`src/rtl/b64le_pkg.sv`:
```
package b64le_pkg;

   localparam logic [7:0] LINE_LENGTH_RESET = 8'd72;
   localparam logic [7:0] PAD_CHAR          = 8'd61;
   localparam logic [7:0] NEWLINE_CHAR      = 8'd10;
   localparam int         QUEUE_DEPTH_DEF   = 2;
   localparam int         JOB_CHARS         = 4;

   typedef struct packed {
      logic [7:0] data_byte;
      logic       final_byte;
   } req_type;

   typedef struct packed {
      logic [7:0] out_char;
      logic       run_end;
      logic       message_end;
   } rsp_type;

   typedef struct packed {
      logic [JOB_CHARS-1:0][7:0] chars;
      logic [1:0]                last_idx;
      logic                      msg_end;
   } job_type;

   typedef struct packed {
      logic empty;
      logic full;
   } q_status_type;

   function automatic logic [7:0] sym(input logic [5:0] v);
      logic [7:0] w;
      w = {2'b00, v};
      if (v < 6'd26)      return 8'd65 + w;
      else if (v < 6'd52) return 8'd71 + w;
      else if (v < 6'd62) return w - 8'd4;
      else if (v == 6'd62) return 8'd43;
      else                return 8'd47;
   endfunction

endpackage

```
`src/rtl/b64le_front.sv`:
```
module b64le_front
   import b64le_pkg::*;
(
   input  logic         clock,
   input  logic         reset,
   input  logic         csr_write_en,
   input  logic [7:0]   csr_write_data,
   input  logic         accept,
   input  req_type      req_data,
   output job_type      job
);

   typedef enum logic [1:0] {PH0, PH1, PH2} phase_type;

   phase_type  phase_ff, phase_in;
   logic [3:0] carry_ff, carry_in;
   logic [7:0] count_ff, count_in;
   logic [7:0] line_length_ff;
   logic [7:0] count_sum;
   logic [7:0] b;
   logic       fin;

   assign b         = req_data.data_byte;
   assign fin       = req_data.final_byte;
   assign count_sum = count_ff + 8'd4;

   always_comb begin
      job.chars   = '0;
      job.last_idx = 2'd0;
      job.msg_end = fin;
      phase_in    = phase_ff;
      carry_in    = carry_ff;
      count_in    = count_ff;
      unique case (phase_ff)
         PH1: begin
            job.chars[0] = sym({carry_ff[1:0], b[7:4]});
            carry_in     = b[3:0];
            phase_in     = PH2;
            if (fin) begin
               job.chars[1] = sym({b[3:0], 2'b00});
               job.chars[2] = PAD_CHAR;
               job.last_idx = 2'd2;
            end
         end
         PH2: begin
            job.chars[0] = sym({carry_ff, b[7:6]});
            job.chars[1] = sym(b[5:0]);
            job.last_idx = 2'd1;
            carry_in     = 4'd0;
            phase_in     = PH0;
            count_in     = count_sum;
            if (line_length_ff != 8'd0 && count_sum == line_length_ff) begin
               job.chars[2] = NEWLINE_CHAR;
               job.last_idx = 2'd2;
               count_in     = 8'd0;
            end
         end
         default: begin
            job.chars[0] = sym(b[7:2]);
            carry_in     = {2'b00, b[1:0]};
            phase_in     = PH1;
            if (fin) begin
               job.chars[1] = sym({b[1:0], 4'b0000});
               job.chars[2] = PAD_CHAR;
               job.chars[3] = PAD_CHAR;
               job.last_idx = 2'd3;
            end
         end
      endcase
      if (fin) begin
         phase_in = PH0;
         carry_in = 4'd0;
         count_in = 8'd0;
      end
   end

   always_ff @(posedge clock) begin
      if (reset) begin
         phase_ff       <= PH0;
         carry_ff       <= 4'd0;
         count_ff       <= 8'd0;
         line_length_ff <= LINE_LENGTH_RESET;
      end else begin
         if (csr_write_en) begin
            line_length_ff <= csr_write_data;
         end
         if (accept) begin
            phase_ff <= phase_in;
            carry_ff <= carry_in;
            count_ff <= count_in;
         end
      end
   end

endmodule

```
`src/rtl/b64le_queue.sv`:
```
module b64le_queue
   import b64le_pkg::*;
#(
   parameter int DEPTH = QUEUE_DEPTH_DEF
) (
   input  logic         clock,
   input  logic         reset,
   input  logic         push,
   input  job_type      push_job,
   input  logic         pop,
   output job_type      head,
   output q_status_type status
);

   localparam int PW = (DEPTH > 1) ? $clog2(DEPTH) : 1;
   localparam int CW = $clog2(DEPTH + 1);
   localparam logic [PW-1:0] LAST_PTR = PW'(DEPTH - 1);
   localparam logic [CW-1:0] FULL_CNT = CW'(DEPTH);

   job_type       mem_ff [DEPTH];
   logic [PW-1:0] wr_ptr_ff, rd_ptr_ff;
   logic [CW-1:0] count_ff;

   assign head         = mem_ff[rd_ptr_ff];
   assign status.empty = (count_ff == '0);
   assign status.full  = (count_ff == FULL_CNT);

   always_ff @(posedge clock) begin
      if (push) begin
         mem_ff[wr_ptr_ff] <= push_job;
      end
   end

   always_ff @(posedge clock) begin
      if (reset) begin
         wr_ptr_ff <= '0;
         rd_ptr_ff <= '0;
         count_ff  <= '0;
      end else begin
         if (push) begin
            wr_ptr_ff <= (wr_ptr_ff == LAST_PTR) ? '0 : wr_ptr_ff + 1'b1;
         end
         if (pop) begin
            rd_ptr_ff <= (rd_ptr_ff == LAST_PTR) ? '0 : rd_ptr_ff + 1'b1;
         end
         if (push && !pop) begin
            count_ff <= count_ff + 1'b1;
         end else if (pop && !push) begin
            count_ff <= count_ff - 1'b1;
         end
      end
   end

endmodule

```
`src/rtl/b64le_back.sv`:
```
module b64le_back
   import b64le_pkg::*;
(
   input  logic         clock,
   input  logic         reset,
   input  job_type      head,
   input  q_status_type status,
   output logic         pop,
   output logic         rsp_valid,
   input  logic         rsp_stall,
   output rsp_type      rsp_data
);

   logic       rsp_valid_ff;
   rsp_type    rsp_ff, rsp_in;
   logic [1:0] idx_ff;
   logic       out_free;
   logic       load;
   logic       at_last;

   assign out_free = !rsp_valid_ff || !rsp_stall;
   assign load     = out_free && !status.empty;
   assign at_last  = (idx_ff == head.last_idx);
   assign pop      = load && at_last;

   assign rsp_in.out_char    = head.chars[idx_ff];
   assign rsp_in.run_end     = at_last;
   assign rsp_in.message_end = at_last && head.msg_end;

   assign rsp_valid = rsp_valid_ff;
   assign rsp_data  = rsp_ff;

   always_ff @(posedge clock) begin
      if (load) begin
         rsp_ff <= rsp_in;
      end
   end

   always_ff @(posedge clock) begin
      if (reset) begin
         rsp_valid_ff <= 1'b0;
         idx_ff       <= 2'd0;
      end else if (out_free) begin
         rsp_valid_ff <= load;
         if (load) begin
            idx_ff <= at_last ? 2'd0 : idx_ff + 2'd1;
         end
      end
   end

endmodule

```
`src/rtl/base64_line_encoder.sv`:
```
// Channel  Direction  Handshake               Payload
// req      in         req_valid / req_stall   req_data  (req_type: data_byte, final_byte)
// rsp      out        rsp_valid / rsp_stall   rsp_data  (rsp_type: out_char, run_end,
//                                                        message_end)
// csr      in         csr_write_en            csr_write_data (line_length)
//
// A byte is taken every cycle while the job queue has room; the serializer emits one
// character per cycle while rsp_stall is low, and a byte yields 1 to 4 characters.
// A byte's job is written into the queue, then loaded into the output register that
// drives rsp_valid; rsp_stall can hold back that load.
// Reset clears group phase, carry bits, line count and the queue; line length goes to 72.
// req_stall rises only when the queue is full; rsp_stall holds the output register and
// backs up the queue.
module base64_line_encoder
   import b64le_pkg::*;
#(
   parameter int QUEUE_DEPTH = QUEUE_DEPTH_DEF
) (
   input  logic       clock,
   input  logic       reset,
   input  logic       req_valid,
   output logic       req_stall,
   input  req_type    req_data,
   output logic       rsp_valid,
   input  logic       rsp_stall,
   output rsp_type    rsp_data,
   input  logic       csr_write_en,
   input  logic [7:0] csr_write_data
);

   q_status_type q_status;
   job_type      push_job;
   job_type      head;
   logic         q_push;
   logic         q_pop;

   assign req_stall = q_status.full;
   assign q_push    = req_valid && !req_stall;

   b64le_front u_front (
      .clock          (clock),
      .reset          (reset),
      .csr_write_en   (csr_write_en),
      .csr_write_data (csr_write_data),
      .accept         (q_push),
      .req_data       (req_data),
      .job            (push_job)
   );

   b64le_queue #(
      .DEPTH (QUEUE_DEPTH)
   ) u_queue (
      .clock    (clock),
      .reset    (reset),
      .push     (q_push),
      .push_job (push_job),
      .pop      (q_pop),
      .head     (head),
      .status   (q_status)
   );

   b64le_back u_back (
      .clock     (clock),
      .reset     (reset),
      .head      (head),
      .status    (q_status),
      .pop       (q_pop),
      .rsp_valid (rsp_valid),
      .rsp_stall (rsp_stall),
      .rsp_data  (rsp_data)
   );

   a_msg_end_on_run_end: assert property (@(posedge clock) disable iff (reset)
      rsp_valid && rsp_data.message_end |-> rsp_data.run_end)
      else $error("message end without run end");

   a_run_continues: assert property (@(posedge clock) disable iff (reset)
      rsp_valid && !rsp_stall && !rsp_data.run_end |=> rsp_valid)
      else $error("gap inside a byte's characters");

   a_no_push_full: assert property (@(posedge clock) disable iff (reset)
      q_push |-> !q_status.full)
      else $error("push into full queue");

   a_no_pop_empty: assert property (@(posedge clock) disable iff (reset)
      q_pop |-> !q_status.empty)
      else $error("pop from empty queue");

endmodule

```
`config.mk`:
```
export PLATFORM = sky130hd
export DESIGN_NAME = base64_line_encoder
export DESIGN_NICKNAME = d
export VERILOG_FILES = /design/src/rtl/b64le_pkg.sv /design/src/rtl/b64le_front.sv /design/src/rtl/b64le_queue.sv /design/src/rtl/b64le_back.sv /design/src/rtl/base64_line_encoder.sv
export SDC_FILE = /design/constraint.sdc
export NUM_CORES = 1
export LEC_CHECK = 0
export ABC_CLOCK_PERIOD_IN_PS = 4100
export BUFFER_PORTS_ARGS = -buffer_cell sky130_fd_sc_hd__buf_2
export CORE_UTILIZATION = 66
export DETAILED_ROUTE_END_ITERATION = 10
export HOLD_SLACK_MARGIN = 0.06
export MAX_ROUTING_LAYER = met4
export PLACE_DENSITY_LB_ADDON = 0.25
export SLEW_MARGIN = 20
export SYNTH_ARGS = -nofsm -noshare
export SYNTH_HDL_FRONTEND = slang
export SYNTH_SLANG_ARGS = --single-unit
```
`constraint.sdc`:
```
create_clock -name clock -period 4.1 [get_ports clock]
set_input_delay 0.615 -clock clock [delete_from_list [all_inputs] [get_ports clock]]
set_output_delay 0.615 -clock clock [all_outputs]
set_load 0.1 [all_outputs]
```
# ---- After elaboration in Yosys (flattened, before gate mapping)
# Memory sizes are Yosys's and may differ from the RTL's. A register that Yosys moved wholly into a read port is not among the register bits.
# Cells that the tools add are included.
dict set report totals {
  regBits 39
  latch_bits 0
  mem_bits_rw 66
  rom_bits 0
  inputBits 22
  out_inout_bits 12
  wordCells 134
  memories 1
}
# name words word_bits read_ports rd_ports_with_merged_regs wr line_no
set mem_list {}
lappend mem_list {u_queue.mem_ff 2 33 1 1 1 b64le_queue.sv:20} ;# job_type mem_ff [DEPTH];
dict set report op_classes {
  addsub 24
  mul 0
  div 0
  n_lt_le_gt_ge 19
  eq_ne 9
  shift 0
  n_mux 48
  bitwise_logic 0
  reduce_logical 21
}
# cell count
set ops {}
lappend ops {{8-bit 2-to-1 mux} 22}
lappend ops {{7-bit by 6-bit adder with 8-bit output (first input constant)} 12}
lappend ops {{6-bit less-than comparator (second input constant)} 12}
lappend ops {{26-bit case mux with 2 select lines} 1}
lappend ops {{6-bit by 3-bit subtractor with 7-bit output (second input constant)} 6}
lappend ops {{6-bit by 5-bit less-than comparator with 1-bit output (second input constant)} 6}
lappend ops {{6-bit equality test (second input constant)} 4}
lappend ops {{22-bit 2-to-1 mux} 1}
lappend ops {{8-bit binary-select mux with 2-bit select} 1}
lappend ops {{14-bit 2-to-1 mux} 1}
lappend ops {{2-bit 2-to-1 mux} 7}
lappend ops {{3-bit 2-to-1 mux} 4}
lappend ops {{8-bit by 3-bit adder with 8-bit output (second input constant)} 1}
lappend ops {{8-bit equality test} 1}
lappend ops {{4-bit 2-to-1 mux} 2}
lappend ops {{4-bit case mux with 2 select lines} 1}
lappend ops {{8-bit nonzero test} 1}
lappend ops {{1-bit logical AND} 7}
lappend ops {{1-bit zero test} 6}
lappend ops {{1-bit 2-to-1 mux} 6}
lappend ops {{6-bit 2-to-1 mux} 1}
lappend ops {{2-bit by 1-bit adder with 2-bit output (second input constant)} 2}
lappend ops {{2-bit equality test (second input constant)} 2}
lappend ops {{2-bit case mux with 2 select lines} 1}
lappend ops {{10 further kinds} 13}

# ---- Longest topological paths before layout
dict set report logic_depth {
  depth_word 7
  depth_mapped 10
  ltp_nobuf 8
}

# ---- Cells and area by module
# From an unflattened synthesis, not the netlist that was laid out.
dict set report hier_totals {
  hier_cells 610
  hier_area_um2 6462.4
}
# module n_inst cells_each area_each_um2 seq_area_each_um2
set modules_own_cells {}
lappend modules_own_cells {b64le_front 1 436 3022.9 400.4}
lappend modules_own_cells {b64le_queue 1 131 2731.4 2202.1}
lappend modules_own_cells {b64le_back 1 42 694.4 360.3}
lappend modules_own_cells {base64_line_encoder 1 1 13.8 0.0}

# ---- Worst setup path before layout
# No wires, ideal clock.
dict set report synth_timing {
  path_type {input -> register}
  start {in req_data[7] (netlist bit)}
  end {mem u_queue.mem_ff[0][8] (netlist bit) (data pin)}
  setup_time_ps 272
  arrival_ps 2357
  required_ps 3828
  path_slack_ps 1471
  cell_stages 9
  path_buffers 2
  path_cell_list {clkbuf_1 inv_1 ha_1 nand2b_1 clkbuf_1 a21oi_1 a221oi_1 o311a_1 a2bb2oi_1}
}
# element line_no
set synth_rtl {}
lappend synth_rtl {{from (decl)} base64_line_encoder.sv:23} ;# input req_type req_data,
lappend synth_rtl {{to (decl)} b64le_queue.sv:20}

==> PnR_summary.wiki <==
{| class="wikitable"
! Metric !! Value
|-
| Result of the run || complete, no violations
|-
| Number of nets in the finished design || 605
|-
| Die Y-Extent || 90.7 µm
|-
| Routed length per instance || 19.7 µm
|-
| Root Buffer Master || sky130_fd_sc_hd__clkbuf_8
|-
| Share of synthesized cell area in full adder, half adder and majority cells || 6.27%
|-
| Top-count cell post-synth || sky130_fd_sc_hd__edfxtp_1
|-
| Vias in the first global route || 4196
|-
| Iter 0 DRT Violations || 499
|-
| Reg2Reg Setup Slack || 1.23 ns
|-
| GRT Residual Overflow || 0
|-
| Placer Congestion || 0.953
|-
| Register clock-pin slew on the reported worst setup and hold paths || 0.10 ns
|-
| Floorplan Core Area || 0.00741 mm²
|-
| Hold Vio Cnt, Final || 0
|-
| Number of max-slew violations in the final report || 0
|-
| Worst skew pair latency || 0.38 ns
|-
| Number of top-level pins || 34
|-
| Buffers from clock root to sink, at most || 2
|-
| Length in cells of the worst reg-to-reg path || 8
|-
| Most frequently used flop master after synthesis || sky130_fd_sc_hd__edfxtp_1
|-
| Die Outline Area || 0.00822 mm²
|-
| Via count normalized by instance count || 6.54
|-
| Number of nets produced by synthesis || 595
|-
| Worst-path fanout max || 8
|-
| # port buffers || 33
|-
| Final routed DRC violation total || 0
|-
| Number of warnings issued by yosys || 0
|-
| Number of buffers and inverters on the critical path || 1
|-
| Post-DRT Antenna Nets || 0
|-
| Crit Path Category || flip-flop to flip-flop
|-
| Class of the tightest hold or removal check || primary input to flip-flop
|-
| Maximum vdd drop || 0.249 mV
|-
| GRT Total Usage || 34.1%
|-
| Proportion of synthesized area in mux cells || 6.36%
|-
| Share of the cycle needed by the critical path after routing || 70.0%
|-
| Critical-path cell list || buf_4 -> mux2i_1 -> xnor2_1 -> nor2_1 -> nand2_1 -> ha_1 -> or3_1 -> a21oi_1
|-
| Worst Setup Start Kind || flip-flop
|-
| Synth-to-Final Area Change || 7.13%
|-
| Seq/Total Area, Yosys || 42.0%
|-
| Die Width || 90.7 µm
|-
| Max-slew headroom || 30.5%
|-
| Post-DP HPWL || 9.32 mm
|-
| Fraction of post-synthesis cell area in the top cell type by area || 31.2%
|-
| Slew @ Worst Pin || 1.03 ns
|-
| Category of the worst setup path capture point || flip-flop
|-
| Number of clock sinks seen by CTS || 82
|-
| Unrepaired setup endpoints after global routing || no
|-
| Count of hold buffers inserted by post-cts repair || 0
|-
| Worst-path cell with the longest stage delay || sky130_fd_sc_hd__dfxtp_1
|-
| Mean area per synthesized cell || 9.49 µm²
|-
| Achievable clock frequency || 348 MHz
|-
| Area contributors post-synth || sky130_fd_sc_hd__edfxtp_1 31%, sky130_fd_sc_hd__dfxtp_1 11%, sky130_fd_sc_hd__ha_1 6.3%
|-
| Wire length of the first global-routing pass || 21.2 mm
|-
| Maximum capacitance violations || 0
|-
| Cts bufs inserted || 9
|-
| WP data arrival || 3.18 ns
|-
| Cell type with the largest total area after synthesis || sky130_fd_sc_hd__edfxtp_1
|-
| H-tree depth || 3
|-
| Tightest hold margin || 0.447 ns
|-
| Synth cell types || 67
|-
| Total wire length || 13.0 mm
|-
| Xor and xnor area share after synthesis || 6.41%
|-
| Via count of the routed design || 4329
|-
| Clock tree from TritonCTS || built
|-
| Main combinational cell family by area after synthesis || compound AO/OA/AOI/OAI gates
|-
| Number of antenna violations at the first check in global routing || 1
|-
| Area share of and/or/nand/nor cells after synthesis || 16.0%
|-
| Required time of the worst setup path || 4.41 ns
|-
| Netlist area before placement || 0.00519 mm²
|-
| Startpoint of the tightest hold check path || csr_write_data[6]
|-
| Dominant delay contributor by cell family on the critical path || simple AND/OR/NAND/NOR gates
|-
| Starting density of the core || 70.1%
|-
| Cells resized by post-CTS repair || 0
|-
| Share of cells above drive strength 1 || 12.6%
|-
| Worst Hold Path EP || u_front.line_length_ff[6]
|-
| Number of cells on the worst hold path || 2
|-
| Gate count after technology mapping || 547
|-
| Power per cell area || 522 mW/mm²
|-
| Number of flip-flops and latches in the synthesized netlist || 82
|-
| Complex-gate fraction of the synthesized area || 18.0%
|-
| Worst reg2reg endpoint || u_queue.count_ff[1]
|-
| Number of cell rows || 31
|-
| First-pass DRT Iterations || 5
|-
| Max stage delay on crit path || 0.64 ns
|-
| Number of failing setup endpoints in the final timing report || 0
|-
| Worst-case clock skew || 0.0198 ns
|-
| Commonest cells post-synth || 54 x sky130_fd_sc_hd__edfxtp_1, 51 x sky130_fd_sc_hd__nor2_1, 46 x sky130_fd_sc_hd__nand2_1, 36 x sky130_fd_sc_hd__a21oi_1, 31 x sky130_fd_sc_hd__o21ai_0
|-
| Final period demand of the worst path || 2.87 ns
|-
| Largest net degree at the start of global routing || 33
|-
| Post-synth ARST share || 0%
|-
| LEAKAGE || 2.11 nW
|-
| Number of enable-type register cells in the synthesized netlist || 54
|-
| Total negative slack || 0 ns
|-
| Post-CTS Repair Setup Buffers || 0
|}
==> kinds of logic (layout without fill, tap and decap cells) <==
kind of cell	Yosys count	count (layout)
compound gates	141	141
xor+xnor	38	38
fa+ha+maj	26	26
buf+inv	64	79
flops	82	82
mux	24	24
other cells	0	1
simple gates	172	172
==> where the power goes <==
group	internal, mW	switching [mW]
combinational	0.304	0.825
sequential	1.08	0.106
clock	0.238	0.348
==> how the worst max path moves through the flow <==
stage               slack [ns]         from                   end  cells after the start
finish                    1.23    flip-flop   u_queue.count_ff[1]                      8
global route              1.10    flip-flop   u_queue.count_ff[1]                      8
CTS                       1.25    flip-flop   u_queue.count_ff[1]                      8
detailed placement        1.09  req_data[7]  u_queue.mem_ff[0][4]                      9
global placement          1.14  req_data[5]  u_queue.mem_ff[0][9]                      9
floorplan                 1.47  req_data[7]  u_queue.mem_ff[0][8]                      9
==> registers in the layout, summed over array words and instances, names as in the netlist, named ones only <==
register                flops
u_queue.count_ff            2
u_front.phase_ff            2
u_back.rsp_valid            1
u_back.idx_ff               2
u_front.line_length_ff      8
u_queue.mem_ff             44
u_back.rsp_data            10
u_queue.wr_ptr_ff           1
u_front.count_ff            6
u_front.carry_ff            4
u_queue.rd_ptr_ff           1
==> metal layers <==
layer	vias up	track usage [%]	wire length (µm)
met3	42	5.72	1000
met5	-	-	0
met4	0	15.7	372
li1	2006	-	-
met1	2046	42.4	5280
met2	235	54.5	6370
==> cell usage in the layout, fill, tap and decap left out, types with 3 or more instances in the layout <==
| master | netlist | routed |
|---|---|---|
| sky130_fd_sc_hd__xor2_1 | 12 | 12 |
| sky130_fd_sc_hd__inv_8 | 0 | 3 |
| sky130_fd_sc_hd__a221oi_1 | 3 | 3 |
| sky130_fd_sc_hd__buf_2 | 8 | 33 |
| sky130_fd_sc_hd__clkbuf_8 | 0 | 9 |
| sky130_fd_sc_hd__a2bb2oi_1 | 3 | 3 |
| sky130_fd_sc_hd__nand3_1 | 12 | 12 |
| sky130_fd_sc_hd__buf_4 | 1 | 4 |
| sky130_fd_sc_hd__a211oi_1 | 5 | 5 |
| sky130_fd_sc_hd__dfxtp_1 | 28 | 28 |
| sky130_fd_sc_hd__nor2b_1 | 7 | 7 |
| sky130_fd_sc_hd__xnor2_1 | 26 | 26 |
| sky130_fd_sc_hd__o31ai_1 | 4 | 4 |
| sky130_fd_sc_hd__mux2i_1 | 15 | 15 |
| sky130_fd_sc_hd__o21ai_0 | 31 | 31 |
| sky130_fd_sc_hd__inv_1 | 26 | 26 |
| sky130_fd_sc_hd__nor2_1 | 51 | 50 |
| sky130_fd_sc_hd__nand2b_1 | 13 | 13 |
| sky130_fd_sc_hd__mux4_2 | 7 | 7 |
| sky130_fd_sc_hd__nand3b_1 | 4 | 4 |
| sky130_fd_sc_hd__nor3_1 | 18 | 18 |
| sky130_fd_sc_hd__a21oi_1 | 36 | 36 |
| sky130_fd_sc_hd__edfxtp_1 | 54 | 54 |
| sky130_fd_sc_hd__a21o_1 | 10 | 10 |
| sky130_fd_sc_hd__o211ai_1 | 7 | 7 |
| sky130_fd_sc_hd__a22oi_1 | 11 | 11 |
| sky130_fd_sc_hd__nand2_1 | 46 | 46 |
| sky130_fd_sc_hd__ha_1 | 26 | 26 |
| sky130_fd_sc_hd__a32oi_1 | 5 | 5 |
==> final cells by class <==
type | count | area (µm²)
antenna | 1 | 2.50
multi-input combinational | 401 | 2760
sequential | 82 | 2180
timing repair buffer | 37 | 195
clock inverter | 7 | 73.8
fill | 527 | 1850
inverter | 26 | 97.6
tap | 99 | 124
clock buffer | 9 | 124
==> through the flow <==
step / std cells / setup slack (ns) / util (%) / area [µm²] / power [mW]
2_1_floorplan: 547 / 1.47 / - / 5190 / 2.09
3_3_place_gp: 645 / 1.14 / 72.3 / 5360 / 2.26
3_5_place_dp: 645 / 1.09 / 72.3 / 5360 / 2.32
4_1_cts: 661 / 1.25 / 75.0 / 5550 / 2.89
5_1_grt: 662 / 1.10 / 75.1 / 5560 / 3.01
6_report: 662 / 1.23 / 75.1 / 5560 / 2.90
Note: power is estimated with default switching activity, not from simulation.
